### src/design/isodur_pkg.sv
// ============================================================================
// isodur_pkg
// Shared types, codes and character constants for the duration parser.
// ============================================================================
package isodur_pkg;

  // Component widths
  localparam int unsigned AMT_W  = 31;
  localparam int unsigned FRAC_W = 10;

  // Result status codes
  typedef enum logic [3:0] {
    STS_OK       = 4'd0,
    STS_EMPTY    = 4'd1,
    STS_NO_P     = 4'd2,
    STS_BAD_AMT  = 4'd3,
    STS_NO_TYPE  = 4'd4,
    STS_BAD_TYPE = 4'd5,
    STS_DECIMAL  = 4'd6,
    STS_ORDER    = 4'd7,
    STS_EXCESS   = 4'd8,
    STS_OVERFLOW = 4'd9
  } status_e;

  // Parser phase, one-hot
  typedef enum logic [3:0] {
    PH_LEAD  = 4'b0001,
    PH_SIGN  = 4'b0010,
    PH_BODY  = 4'b0100,
    PH_TRAIL = 4'b1000
  } phase_e;

  // Designator codes, in required order
  localparam logic [2:0] PART_NONE = 3'd0;
  localparam logic [2:0] PART_YEAR = 3'd1;
  localparam logic [2:0] PART_MON  = 3'd2;
  localparam logic [2:0] PART_DAY  = 3'd3;
  localparam logic [2:0] PART_HOUR = 3'd4;
  localparam logic [2:0] PART_MIN  = 3'd5;
  localparam logic [2:0] PART_SEC  = 3'd6;

  // Characters
  localparam logic [7:0] CH_P     = 8'h50;
  localparam logic [7:0] CH_T     = 8'h54;
  localparam logic [7:0] CH_Y     = 8'h59;
  localparam logic [7:0] CH_M     = 8'h4D;
  localparam logic [7:0] CH_D     = 8'h44;
  localparam logic [7:0] CH_H     = 8'h48;
  localparam logic [7:0] CH_S     = 8'h53;
  localparam logic [7:0] CH_MINUS = 8'h2D;
  localparam logic [7:0] CH_DOT   = 8'h2E;
  localparam logic [7:0] CH_0     = 8'h30;
  localparam logic [7:0] CH_9     = 8'h39;
  localparam logic [7:0] CH_SP    = 8'h20;
  localparam logic [7:0] CH_TAB   = 8'h09;
  localparam logic [7:0] CH_CR    = 8'h0D;
  localparam logic [7:0] CH_LF    = 8'h0A;

  // Finished-string word handed from front to back
  typedef struct packed {
    status_e             status;
    logic                neg;
    logic [AMT_W-1:0]    years;
    logic [AMT_W-1:0]    months;
    logic [AMT_W-1:0]    days;
    logic [AMT_W-1:0]    hours;
    logic [AMT_W-1:0]    minutes;
    logic [AMT_W-1:0]    seconds;
    logic [FRAC_W-1:0]   millis;
  } fin_t;

  // Parser state
  typedef struct packed {
    phase_e              phase;
    logic                neg;
    logic [AMT_W-1:0]    acc;
    logic                has_dig;
    logic                in_frac;
    logic [FRAC_W-1:0]   frac;
    logic [1:0]          fdig;
    logic [AMT_W-1:0]    yr;
    logic [AMT_W-1:0]    mo;
    logic [AMT_W-1:0]    dy;
    logic [AMT_W-1:0]    hr;
    logic [AMT_W-1:0]    mi;
    logic [AMT_W-1:0]    se;
    logic [FRAC_W-1:0]   ms;
    logic [2:0]          prev;
    logic                tseen;
    status_e             err;
  } pst_t;

  localparam pst_t PST_RESET = '{
    phase:   PH_LEAD,
    neg:     1'b0,
    acc:     '0,
    has_dig: 1'b0,
    in_frac: 1'b0,
    frac:    '0,
    fdig:    2'd0,
    yr:      '0,
    mo:      '0,
    dy:      '0,
    hr:      '0,
    mi:      '0,
    se:      '0,
    ms:      '0,
    prev:    PART_NONE,
    tseen:   1'b0,
    err:     STS_OK
  };

  function automatic logic is_ws(input logic [7:0] c);
    return (c == CH_SP) || (c == CH_TAB) || (c == CH_CR) || (c == CH_LF);
  endfunction

  function automatic logic is_digit(input logic [7:0] c);
    return (c >= CH_0) && (c <= CH_9);
  endfunction

endpackage

### src/design/isodur_if.sv
// ============================================================================
// isodur_if
// Valid/ready channels: character input and parse result output.
// ============================================================================
interface isodur_in_if;
  logic       valid;
  logic       ready;
  logic [7:0] char_code;
  logic       last_char;

  modport source (output valid, output char_code, output last_char, input ready);
  modport sink   (input valid, input char_code, input last_char, output ready);
endinterface

interface isodur_out_if;
  logic               valid;
  logic               ready;
  logic [3:0]         status;
  logic signed [31:0] months_total;
  logic signed [41:0] millis_total;

  modport source (output valid, output status, output months_total,
                  output millis_total, input ready);
  modport sink   (input valid, input status, input months_total,
                  input millis_total, output ready);
endinterface

### src/design/isodur_front.sv
// ============================================================================
// isodur_front
// Character parser: one byte per cycle unless the queue is full, emits a finished word on the last byte.
// ============================================================================
module isodur_front (
  input  logic                clk_i,
  input  logic                rst_ni,
  isodur_in_if.sink           in_i,
  input  logic                full_i,
  output logic                push_o,
  output isodur_pkg::fin_t    rec_o
);

  isodur_pkg::pst_t st_q, st_d;
  logic             fire;

  assign in_i.ready = !full_i;
  assign fire       = in_i.valid && in_i.ready;
  assign push_o     = fire && in_i.last_char;

  // Next parser state and finished word
  always_comb begin
    logic [7:0]                   c;
    logic [3:0]                   dig;
    logic [34:0]                  acc10;
    logic [2:0]                   part;
    logic [isodur_pkg::FRAC_W-1:0] mscaled;
    isodur_pkg::pst_t             nx;

    c     = in_i.char_code;
    dig   = c[3:0];
    acc10 = 35'(st_q.acc) * 35'd10 + 35'(dig);
    nx    = st_q;

    // Designator decode
    part = isodur_pkg::PART_NONE;
    if (c == isodur_pkg::CH_Y)      part = isodur_pkg::PART_YEAR;
    else if (c == isodur_pkg::CH_M) part = st_q.tseen ? isodur_pkg::PART_MIN
                                                      : isodur_pkg::PART_MON;
    else if (c == isodur_pkg::CH_D) part = isodur_pkg::PART_DAY;
    else if (c == isodur_pkg::CH_H) part = isodur_pkg::PART_HOUR;
    else if (c == isodur_pkg::CH_S) part = isodur_pkg::PART_SEC;

    // Scale the kept fraction to milliseconds
    case (st_q.fdig)
      2'd1:    mscaled = 10'(17'(st_q.frac) * 17'd100);
      2'd2:    mscaled = 10'(17'(st_q.frac) * 17'd10);
      2'd3:    mscaled = st_q.frac;
      default: mscaled = '0;
    endcase

    if (fire && st_q.err == isodur_pkg::STS_OK) begin
      unique case (st_q.phase)
        isodur_pkg::PH_LEAD: begin
          if (isodur_pkg::is_ws(c)) begin
            nx.phase = isodur_pkg::PH_LEAD;
          end else if (c == isodur_pkg::CH_MINUS) begin
            nx.neg   = 1'b1;
            nx.phase = isodur_pkg::PH_SIGN;
          end else if (c == isodur_pkg::CH_P) begin
            nx.phase = isodur_pkg::PH_BODY;
          end else begin
            nx.err = isodur_pkg::STS_NO_P;
          end
        end
        isodur_pkg::PH_SIGN: begin
          if (c == isodur_pkg::CH_P) nx.phase = isodur_pkg::PH_BODY;
          else                       nx.err   = isodur_pkg::STS_NO_P;
        end
        isodur_pkg::PH_BODY: begin
          logic do_des;
          do_des = 1'b0;
          if (st_q.in_frac) begin
            if (isodur_pkg::is_digit(c)) begin
              if (st_q.fdig != 2'd3) begin
                nx.frac = 10'(14'(st_q.frac) * 14'd10 + 14'(dig));
                nx.fdig = st_q.fdig + 2'd1;
              end
            end else if (st_q.fdig == 2'd0) begin
              nx.err = isodur_pkg::STS_BAD_AMT;
            end else begin
              do_des = 1'b1;
            end
          end else if (st_q.has_dig) begin
            if (isodur_pkg::is_digit(c)) begin
              if (|acc10[34:31]) nx.err = isodur_pkg::STS_OVERFLOW;
              else               nx.acc = acc10[30:0];
            end else if (c == isodur_pkg::CH_DOT) begin
              nx.in_frac = 1'b1;
            end else begin
              do_des = 1'b1;
            end
          end else begin
            if (c == isodur_pkg::CH_T) begin
              nx.tseen = 1'b1;
            end else if (isodur_pkg::is_ws(c)) begin
              nx.phase = isodur_pkg::PH_TRAIL;
            end else if (isodur_pkg::is_digit(c)) begin
              if (|acc10[34:31]) begin
                nx.err = isodur_pkg::STS_OVERFLOW;
              end else begin
                nx.acc     = acc10[30:0];
                nx.has_dig = 1'b1;
              end
            end else begin
              nx.err = isodur_pkg::STS_BAD_AMT;
            end
          end

          // Designator closes an amount
          if (do_des) begin
            if (part == isodur_pkg::PART_NONE) begin
              nx.err = isodur_pkg::STS_BAD_TYPE;
            end else if (st_q.in_frac && part != isodur_pkg::PART_SEC) begin
              nx.err = isodur_pkg::STS_DECIMAL;
            end else if (part <= st_q.prev ||
                         (part > isodur_pkg::PART_DAY && !st_q.tseen)) begin
              nx.err = isodur_pkg::STS_ORDER;
            end else begin
              case (part)
                isodur_pkg::PART_YEAR: nx.yr = st_q.acc;
                isodur_pkg::PART_MON:  nx.mo = st_q.acc;
                isodur_pkg::PART_DAY:  nx.dy = st_q.acc;
                isodur_pkg::PART_HOUR: nx.hr = st_q.acc;
                isodur_pkg::PART_MIN:  nx.mi = st_q.acc;
                default: begin
                  nx.se = st_q.acc;
                  nx.ms = st_q.in_frac ? mscaled : '0;
                end
              endcase
              nx.prev    = part;
              nx.acc     = '0;
              nx.has_dig = 1'b0;
              nx.in_frac = 1'b0;
              nx.frac    = '0;
              nx.fdig    = 2'd0;
            end
          end
        end
        isodur_pkg::PH_TRAIL: begin
          if (!isodur_pkg::is_ws(c)) nx.err = isodur_pkg::STS_EXCESS;
        end
        default: nx.phase = isodur_pkg::PH_LEAD;
      endcase
    end

    // End-of-string status
    rec_o.status = nx.err;
    if (nx.err == isodur_pkg::STS_OK) begin
      unique case (nx.phase)
        isodur_pkg::PH_LEAD: rec_o.status = isodur_pkg::STS_EMPTY;
        isodur_pkg::PH_SIGN: rec_o.status = isodur_pkg::STS_NO_P;
        isodur_pkg::PH_BODY: begin
          if (nx.in_frac)
            rec_o.status = (nx.fdig == 2'd0) ? isodur_pkg::STS_BAD_AMT
                                             : isodur_pkg::STS_NO_TYPE;
          else if (nx.has_dig)
            rec_o.status = isodur_pkg::STS_NO_TYPE;
        end
        default: rec_o.status = isodur_pkg::STS_OK;
      endcase
    end
    rec_o.neg     = nx.neg;
    rec_o.years   = nx.yr;
    rec_o.months  = nx.mo;
    rec_o.days    = nx.dy;
    rec_o.hours   = nx.hr;
    rec_o.minutes = nx.mi;
    rec_o.seconds = nx.se;
    rec_o.millis  = nx.ms;

    // Start over after the last byte
    st_d = push_o ? isodur_pkg::PST_RESET : nx;
  end

  always_ff @(posedge clk_i or negedge rst_ni) begin
    if (!rst_ni) begin
      st_q <= isodur_pkg::PST_RESET;
    end else begin
      st_q <= st_d;
    end
  end

  // A finished string leaves the parser clean
  ap_restart: assert property (@(posedge clk_i) disable iff (!rst_ni)
    push_o |=> (st_q.phase == isodur_pkg::PH_LEAD && st_q.err == isodur_pkg::STS_OK))
    else $error("parser not reset after last byte");

endmodule

### src/design/isodur_fifo.sv
// ============================================================================
// isodur_fifo
// Two-entry queue of finished words between parser and arithmetic back end.
// ============================================================================
module isodur_fifo (
  input  logic                clk_i,
  input  logic                rst_ni,
  input  logic                push_i,
  input  isodur_pkg::fin_t    rec_i,
  output logic                full_o,
  output logic                valid_o,
  output isodur_pkg::fin_t    rec_o,
  input  logic                pop_i
);

  isodur_pkg::fin_t mem_q [2];
  logic             wr_ptr_q, wr_ptr_d;
  logic             rd_ptr_q, rd_ptr_d;
  logic [1:0]       cnt_q, cnt_d;

  assign full_o  = (cnt_q == 2'd2);
  assign valid_o = (cnt_q != 2'd0);
  assign rec_o   = mem_q[rd_ptr_q];

  // Pointer and count update
  always_comb begin
    wr_ptr_d = wr_ptr_q ^ push_i;
    rd_ptr_d = rd_ptr_q ^ pop_i;
    cnt_d    = cnt_q + 2'(push_i) - 2'(pop_i);
  end

  always_ff @(posedge clk_i or negedge rst_ni) begin
    if (!rst_ni) begin
      wr_ptr_q <= 1'b0;
      rd_ptr_q <= 1'b0;
      cnt_q    <= 2'd0;
    end else begin
      wr_ptr_q <= wr_ptr_d;
      rd_ptr_q <= rd_ptr_d;
      cnt_q    <= cnt_d;
    end
  end

  // Storage
  always_ff @(posedge clk_i) begin
    if (push_i) mem_q[wr_ptr_q] <= rec_i;
  end

  ap_no_overflow: assert property (@(posedge clk_i) disable iff (!rst_ni)
    push_i |-> !full_o)
    else $error("push into full queue");

  ap_no_underflow: assert property (@(posedge clk_i) disable iff (!rst_ni)
    pop_i |-> valid_o)
    else $error("pop from empty queue");

  ap_count_range: assert property (@(posedge clk_i) disable iff (!rst_ni)
    cnt_q != 2'd3)
    else $error("queue count out of range");

endmodule

### src/design/isodur_back.sv
// ============================================================================
// isodur_back
// Totals pipeline: products, sums with overflow check, millis, sign and output.
// ============================================================================
module isodur_back (
  input  logic                clk_i,
  input  logic                rst_ni,
  input  logic                valid_i,
  input  isodur_pkg::fin_t    rec_i,
  output logic                ready_o,
  isodur_out_if.source        out_o
);

  logic en;

  // Stage 1: constant products
  logic               v1_q;
  isodur_pkg::status_e st1_q;
  logic               neg1_q;
  logic [34:0]        ym1_q;
  logic [30:0]        mo1_q;
  logic [47:0]        d1_q;
  logic [42:0]        h1_q;
  logic [36:0]        mi1_q;
  logic [30:0]        s1_q;
  logic [9:0]         ms1_q;

  // Stage 2: totals and overflow
  logic               v2_q;
  isodur_pkg::status_e st2_q;
  logic               neg2_q;
  logic [30:0]        mo2_q;
  logic [30:0]        sec2_q;
  logic [9:0]         ms2_q;

  // Stage 3: milliseconds
  logic               v3_q;
  isodur_pkg::status_e st3_q;
  logic               neg3_q;
  logic [30:0]        mo3_q;
  logic [40:0]        mil3_q;

  // Output register
  logic               vo_q;
  isodur_pkg::status_e sto_q;
  logic [31:0]        moo_q;
  logic [41:0]        milo_q;

  logic [35:0]        months_sum;
  logic [48:0]        secs_sum;
  logic               ovf;
  logic [40:0]        mil_prod;
  logic [31:0]        mo_ext;
  logic [41:0]        mil_ext;

  assign en      = !vo_q || out_o.ready;
  assign ready_o = en;

  assign months_sum = 36'(ym1_q) + 36'(mo1_q);
  assign secs_sum   = 49'(d1_q) + 49'(h1_q) + 49'(mi1_q) + 49'(s1_q);
  assign ovf        = (|months_sum[35:31]) || (|secs_sum[48:31]);
  assign mil_prod   = 41'(sec2_q) * 41'd1000 + 41'(ms2_q);
  assign mo_ext     = {1'b0, mo3_q};
  assign mil_ext    = {1'b0, mil3_q};

  // Valid chain
  always_ff @(posedge clk_i or negedge rst_ni) begin
    if (!rst_ni) begin
      v1_q <= 1'b0;
      v2_q <= 1'b0;
      v3_q <= 1'b0;
      vo_q <= 1'b0;
    end else if (en) begin
      v1_q <= valid_i;
      v2_q <= v1_q;
      v3_q <= v2_q;
      vo_q <= v3_q;
    end
  end

  // Datapath
  always_ff @(posedge clk_i) begin
    if (en) begin
      st1_q  <= rec_i.status;
      neg1_q <= rec_i.neg;
      ym1_q  <= 35'(rec_i.years) * 35'd12;
      mo1_q  <= rec_i.months;
      d1_q   <= 48'(rec_i.days) * 48'd86400;
      h1_q   <= 43'(rec_i.hours) * 43'd3600;
      mi1_q  <= 37'(rec_i.minutes) * 37'd60;
      s1_q   <= rec_i.seconds;
      ms1_q  <= rec_i.millis;

      st2_q  <= (st1_q == isodur_pkg::STS_OK && ovf) ? isodur_pkg::STS_OVERFLOW : st1_q;
      neg2_q <= neg1_q;
      mo2_q  <= months_sum[30:0];
      sec2_q <= secs_sum[30:0];
      ms2_q  <= ms1_q;

      st3_q  <= st2_q;
      neg3_q <= neg2_q;
      mo3_q  <= mo2_q;
      mil3_q <= mil_prod;

      sto_q  <= st3_q;
      if (st3_q != isodur_pkg::STS_OK) begin
        moo_q  <= '0;
        milo_q <= '0;
      end else if (neg3_q) begin
        moo_q  <= 32'd0 - mo_ext;
        milo_q <= 42'd0 - mil_ext;
      end else begin
        moo_q  <= mo_ext;
        milo_q <= mil_ext;
      end
    end
  end

  assign out_o.valid        = vo_q;
  assign out_o.status       = sto_q;
  assign out_o.months_total = $signed(moo_q);
  assign out_o.millis_total = $signed(milo_q);

  ap_err_zero: assert property (@(posedge clk_i) disable iff (!rst_ni)
    (out_o.valid && out_o.status != isodur_pkg::STS_OK) |->
      (out_o.months_total == 32'sd0 && out_o.millis_total == 42'sd0))
    else $error("nonzero totals on error status");

endmodule

### src/design/iso8601_duration_parser_top.sv
// ============================================================================
// iso8601_duration_parser_top
// Streaming duration text parser with months and milliseconds totals.
// ============================================================================
// Throughput: one character per cycle unless the queue is full, strings of any length back to back.
// Path: after its last character is accepted, a result passes through the
//   queue, product stage, sum/overflow stage, millis stage and output register.
// The two-entry queue lets the parser run on while the output is stalled, until the queue is full.
// Reset: asynchronous, active low; parser back to leading whitespace, queue
//   and pipeline emptied.
module iso8601_duration_parser_top (
  input  logic          clk_i,
  input  logic          rst_ni,
  isodur_in_if.sink     in_i,
  isodur_out_if.source  out_o
);

  logic             push;
  logic             full;
  logic             q_valid;
  logic             q_pop;
  logic             back_ready;
  isodur_pkg::fin_t rec_in;
  isodur_pkg::fin_t rec_out;

  assign q_pop = q_valid && back_ready;

  isodur_front u_front (
    .clk_i  (clk_i),
    .rst_ni (rst_ni),
    .in_i   (in_i),
    .full_i (full),
    .push_o (push),
    .rec_o  (rec_in)
  );

  isodur_fifo u_fifo (
    .clk_i   (clk_i),
    .rst_ni  (rst_ni),
    .push_i  (push),
    .rec_i   (rec_in),
    .full_o  (full),
    .valid_o (q_valid),
    .rec_o   (rec_out),
    .pop_i   (q_pop)
  );

  isodur_back u_back (
    .clk_i   (clk_i),
    .rst_ni  (rst_ni),
    .valid_i (q_valid),
    .rec_i   (rec_out),
    .ready_o (back_ready),
    .out_o   (out_o)
  );

endmodule
### src/flat_wrapper.sv
// flat-port wrapper written by rule: the top's interface ports become plain ports
module iso8601_duration_parser_top_flat 
  (clk_i, rst_ni, in_i_valid, in_i_char_code, in_i_last_char, in_i_ready, out_o_valid, out_o_status, out_o_months_total, out_o_millis_total, out_o_ready);
  isodur_in_if in_i_i ();
  isodur_out_if out_o_i ();
  input  logic clk_i;
  input  logic rst_ni;
  input wire logic [$bits(in_i_i.valid)-1:0] in_i_valid;
  input wire logic [$bits(in_i_i.char_code)-1:0] in_i_char_code;
  input wire logic [$bits(in_i_i.last_char)-1:0] in_i_last_char;
  output wire logic [$bits(in_i_i.ready)-1:0] in_i_ready;
  output wire logic [$bits(out_o_i.valid)-1:0] out_o_valid;
  output wire logic [$bits(out_o_i.status)-1:0] out_o_status;
  output wire logic [$bits(out_o_i.months_total)-1:0] out_o_months_total;
  output wire logic [$bits(out_o_i.millis_total)-1:0] out_o_millis_total;
  input wire logic [$bits(out_o_i.ready)-1:0] out_o_ready;
  assign in_i_i.valid = in_i_valid;
  assign in_i_i.char_code = in_i_char_code;
  assign in_i_i.last_char = in_i_last_char;
  assign in_i_ready = in_i_i.ready;
  assign out_o_valid = out_o_i.valid;
  assign out_o_status = out_o_i.status;
  assign out_o_months_total = out_o_i.months_total;
  assign out_o_millis_total = out_o_i.millis_total;
  assign out_o_i.ready = out_o_ready;
  iso8601_duration_parser_top u_core (.clk_i(clk_i), .rst_ni(rst_ni), .in_i(in_i_i), .out_o(out_o_i));
endmodule
### config.mk
export PLATFORM = sky130hd
export DESIGN_NAME = iso8601_duration_parser_top_flat
export DESIGN_NICKNAME = d
export VERILOG_FILES = /design/src/design/isodur_pkg.sv /design/src/design/isodur_if.sv /design/src/design/isodur_front.sv /design/src/design/isodur_fifo.sv /design/src/design/isodur_back.sv /design/src/design/iso8601_duration_parser_top.sv /design/src/flat_wrapper.sv
export SDC_FILE = /design/constraint.sdc
export NUM_CORES = 2
export LEC_CHECK = 0
export BUFFER_PORTS_ARGS = -buffer_cell sky130_fd_sc_hd__buf_2
export CAP_MARGIN = 5
export CORE_MARGIN = 2
export CORE_UTILIZATION = 69
export DETAILED_ROUTE_END_ITERATION = 12
export GPL_ROUTABILITY_DRIVEN = 0
export GPL_TIMING_DRIVEN = 0
export PLACE_DENSITY = 0.89
export SLEW_MARGIN = 20
export SYNTH_ARGS = -nofsm -noshare
export SYNTH_HDL_FRONTEND = slang
export SYNTH_SLANG_ARGS = --single-unit
### constraint.sdc
create_clock -name clk_i -period 24 [get_ports clk_i]
set_clock_uncertainty 0.1 [all_clocks]
set_input_delay 3.6 -clock clk_i [delete_from_list [all_inputs] [get_ports clk_i]]
set_output_delay 3.6 -clock clk_i [all_outputs]
set_load 0.02 [all_outputs]
==> summary.txt <==
Largest net degree at the start of global routing: 121
Area growth from synthesis to layout: 8.92%
Drt total wl: 170 mm
Post-CTS Resized: 0
Worst hold path class: reg -> reg
Clk_lat worst skew: 730 ps
F_max: 0.116 GHz
DR pass1 iterations: 7
GRT Overall Usage: 0.333
Path depth of the worst reg2reg path: 27
Final min period: 8610 ps
Max-slew violation count: 0
Slew @ Worst Pin: 1100 ps
Max Buffers Root-to-Sink: 3
Final hold viol count: 0
Worst path bufs/invs: 8
Post-synth EDFFs: 859
Multi-input gate area: 34700 µm²
CTS clk-pin slew, worst paths: 70 ps
Core area: 100000 µm²
Clock Root Buffer: clkbuf_16
Layout fillers: 5600
Warnings, synthesis: 0
Global-route wire length before repair: 263 mm
Crit Path Max Fanout: 10
Cell seen most often among critical-path stages: inv_1
Syn_area_per_cell: 12.4 µm²
Register area: 32400 µm²
Via count: 46100
Crit path depth: 27
Maxcap violations: 0
Asr flop ratio synth: 0.234
Area leader, netlist: edfxtp_1
Worst slew margin: 0.259
Setup ws final: 15390 ps
Initial antenna violation count: 10
DRC viols: 0
Starting density of the core: 0.694
CP delay by family, top: compound AO/OA/AOI/OAI gates
CP arrival: 8980 ps
CP Class: reg -> reg
CTS Buf Count: 109
Share of the synthesized area in the top cell type: 0.371
Die Area: 103000 µm²
# setup viols final: 0
WL/cell: 23.5 µm
Nets@finish: 6771
Vias in the first global route: 47300
Synth Flop Type: edfxtp_1
Die H: 321 µm
Worst Setup Start Kind: register
Worst EP required: 24370 ps
Setup bufs post-CTS: 0
DP Cell Count: 6991
Pre-CTS WS: 15160 ps
Final Cycle Share: 0.359
Num ports: 93
Synth unique cells: 83
H-Tree Depth: 3
CTS tree: yes
Top post-synthesis cells by area: edfxtp_1, fa_1, ha_1
Clock sink total: 1121
Sequential share of the synthesized area: 0.466
Layout cells sized above 1: 0.116
Cell area after layout: 75600 µm²
Worst Setup End Kind: register
Grt total ovfl: 0
Slowest stage delay, CP: 700 ps
RSZ-0062 raised after global routing: no
Hold-fix buffers, CTS: 0
DRT iter0 DRCs: 5268
Register bit total from synthesis: 1121
Buffers added on ports: 92
Syn_nets: 6552
Die Span X: 321 µm
Hold depth: 0
Final setup TNS: 0 ps
Status: complete, no violations
DRT antenna net count: 0
Hpwl dp: 121 mm
Fin cells: 7203
Cell Area, Synth: 69400 µm²
# rows: 116
Syn Inst Count: 5585
DR vias/cell: 6.40
Placed cell area: 72000 µm²
Worst path slowest cell: o311ai_0
==> metal layers <==
| metal | track usage | up-vias | share of wire |
|---|---|---|---|
| met4 | 0.180 | 2 | 0.059 |
| met5 | 0 | - | 0.000077 |
| met3 | 0.0630 | 574 | 0.095 |
| met1 | 0.421 | 22700 | 0.37 |
| met2 | 0.547 | 2416 | 0.48 |
| li1 | - | 20400 | - |
==> synth_stat cells, types with 13 or more instances <==
cell	count
buf_1	20
nor2b_1	56
nor3_1	71
or2_2	16
mux2_2	342
a31oi_1	35
fa_1	370
ha_1	584
a21o_1	128
a31o_2	13
nand3_1	86
a21oi_1	231
a211oi_1	42
nand4_1	37
o31ai_1	35
xor2_1	154
inv_1	528
clkbuf_1	97
nand2b_1	47
mux2i_1	67
o21ai_0	179
edfxtp_1	859
o41ai_1	13
o21a_1	48
and2_1	227
nor2_1	282
o21bai_1	41
or4_1	19
nor4_1	20
dfrtp_1	261
and3_1	32
xnor2_1	216
nand2_1	185
a22o_1	46
or3_1	16
==> layout by cell type, fill, tap and decap left out, drive strengths merged, types with 42 or more instances in the layout <==
cell    count
a211oi     42
a21o      128
a21oi     231
a22o       46
and2      227
buf       130
clkbuf    254
dfrtp     261
edfxtp    859
fa        370
ha        584
inv       533
mux2      342
mux2i      67
nand2     185
nand2b     48
nand3      86
nor2      282
nor2b      56
nor3       71
o21a       48
o21ai     183
xnor2     216
xor2      154
==> area by class of cell <==
cell class / instances / share of cell area
Multi-Input combinational cell: 3816 / 0.459
Sequential cell: 1121 / 0.428
Clock buffer: 156 / 0.0408
Inverter: 528 / 0.0263
Tap cell: 1298 / 0.0215
Timing Repair Buffer: 108 / 0.0116
Clock inverter: 51 / 0.00701
Buffer: 120 / 0.00609
Antenna cell: 5 / 0.000165
==> kinds of logic after synthesis <==
| group | after synthesis | synth area share |
|---|---|---|
| and+or+nand+nor | 1148 | 0.0862 |
| DFF | 1121 | 0.466 |
| adders and majority gates | 954 | 0.212 |
| AOI/OAI and AO/OA | 935 | 0.0892 |
| buffers and inverters | 648 | 0.0351 |
| muxes | 409 | 0.0651 |
| xor gates and xnor gates | 370 | 0.0467 |
==> sequential cells by signal (all words and copies together) (netlist names), 33 cells and up <==
signal / cells
u_core.u_fifo.mem_q: 402
u_core.u_front.st_q: 254
u_core.u_back.out_o.millis_total: 42
u_core.u_back.d1_q: 41
u_core.u_back.mil3_q: 41
u_core.u_back.h1_q: 39
u_core.u_back.mi1_q: 35
u_core.u_back.ym1_q: 33
==> metrics by stage <==
stage	hold WS, ps	util
CTS	314	0.756
global route	318	0.756
global placement	301	0.715
floorplan	300	-
finish	313	0.756
detailed placement	305	0.720
==> worst paths after layout <==
kind / slack [ps] / startpoint / to
min: 310 / u_core.u_back.ms1_q[8] / u_core.u_back.ms2_q[8]
min in group asynchronous: 2710 / rst_ni / u_core.u_front.st_q[222]
max: 15390 / u_core.u_fifo.rd_ptr_q / u_core.u_back.d1_q[46]
max reg2reg: 15390 / u_core.u_fifo.rd_ptr_q / u_core.u_back.d1_q[46]
max in group asynchronous: 19980 / rst_ni / u_core.u_front.st_q[120]
min reg2reg: 310 / u_core.u_back.ms1_q[8] / u_core.u_back.ms2_q[8]
Power is not shown: default switching activity piles up to over one toggle a cycle in this logic, so the estimate is an artifact.
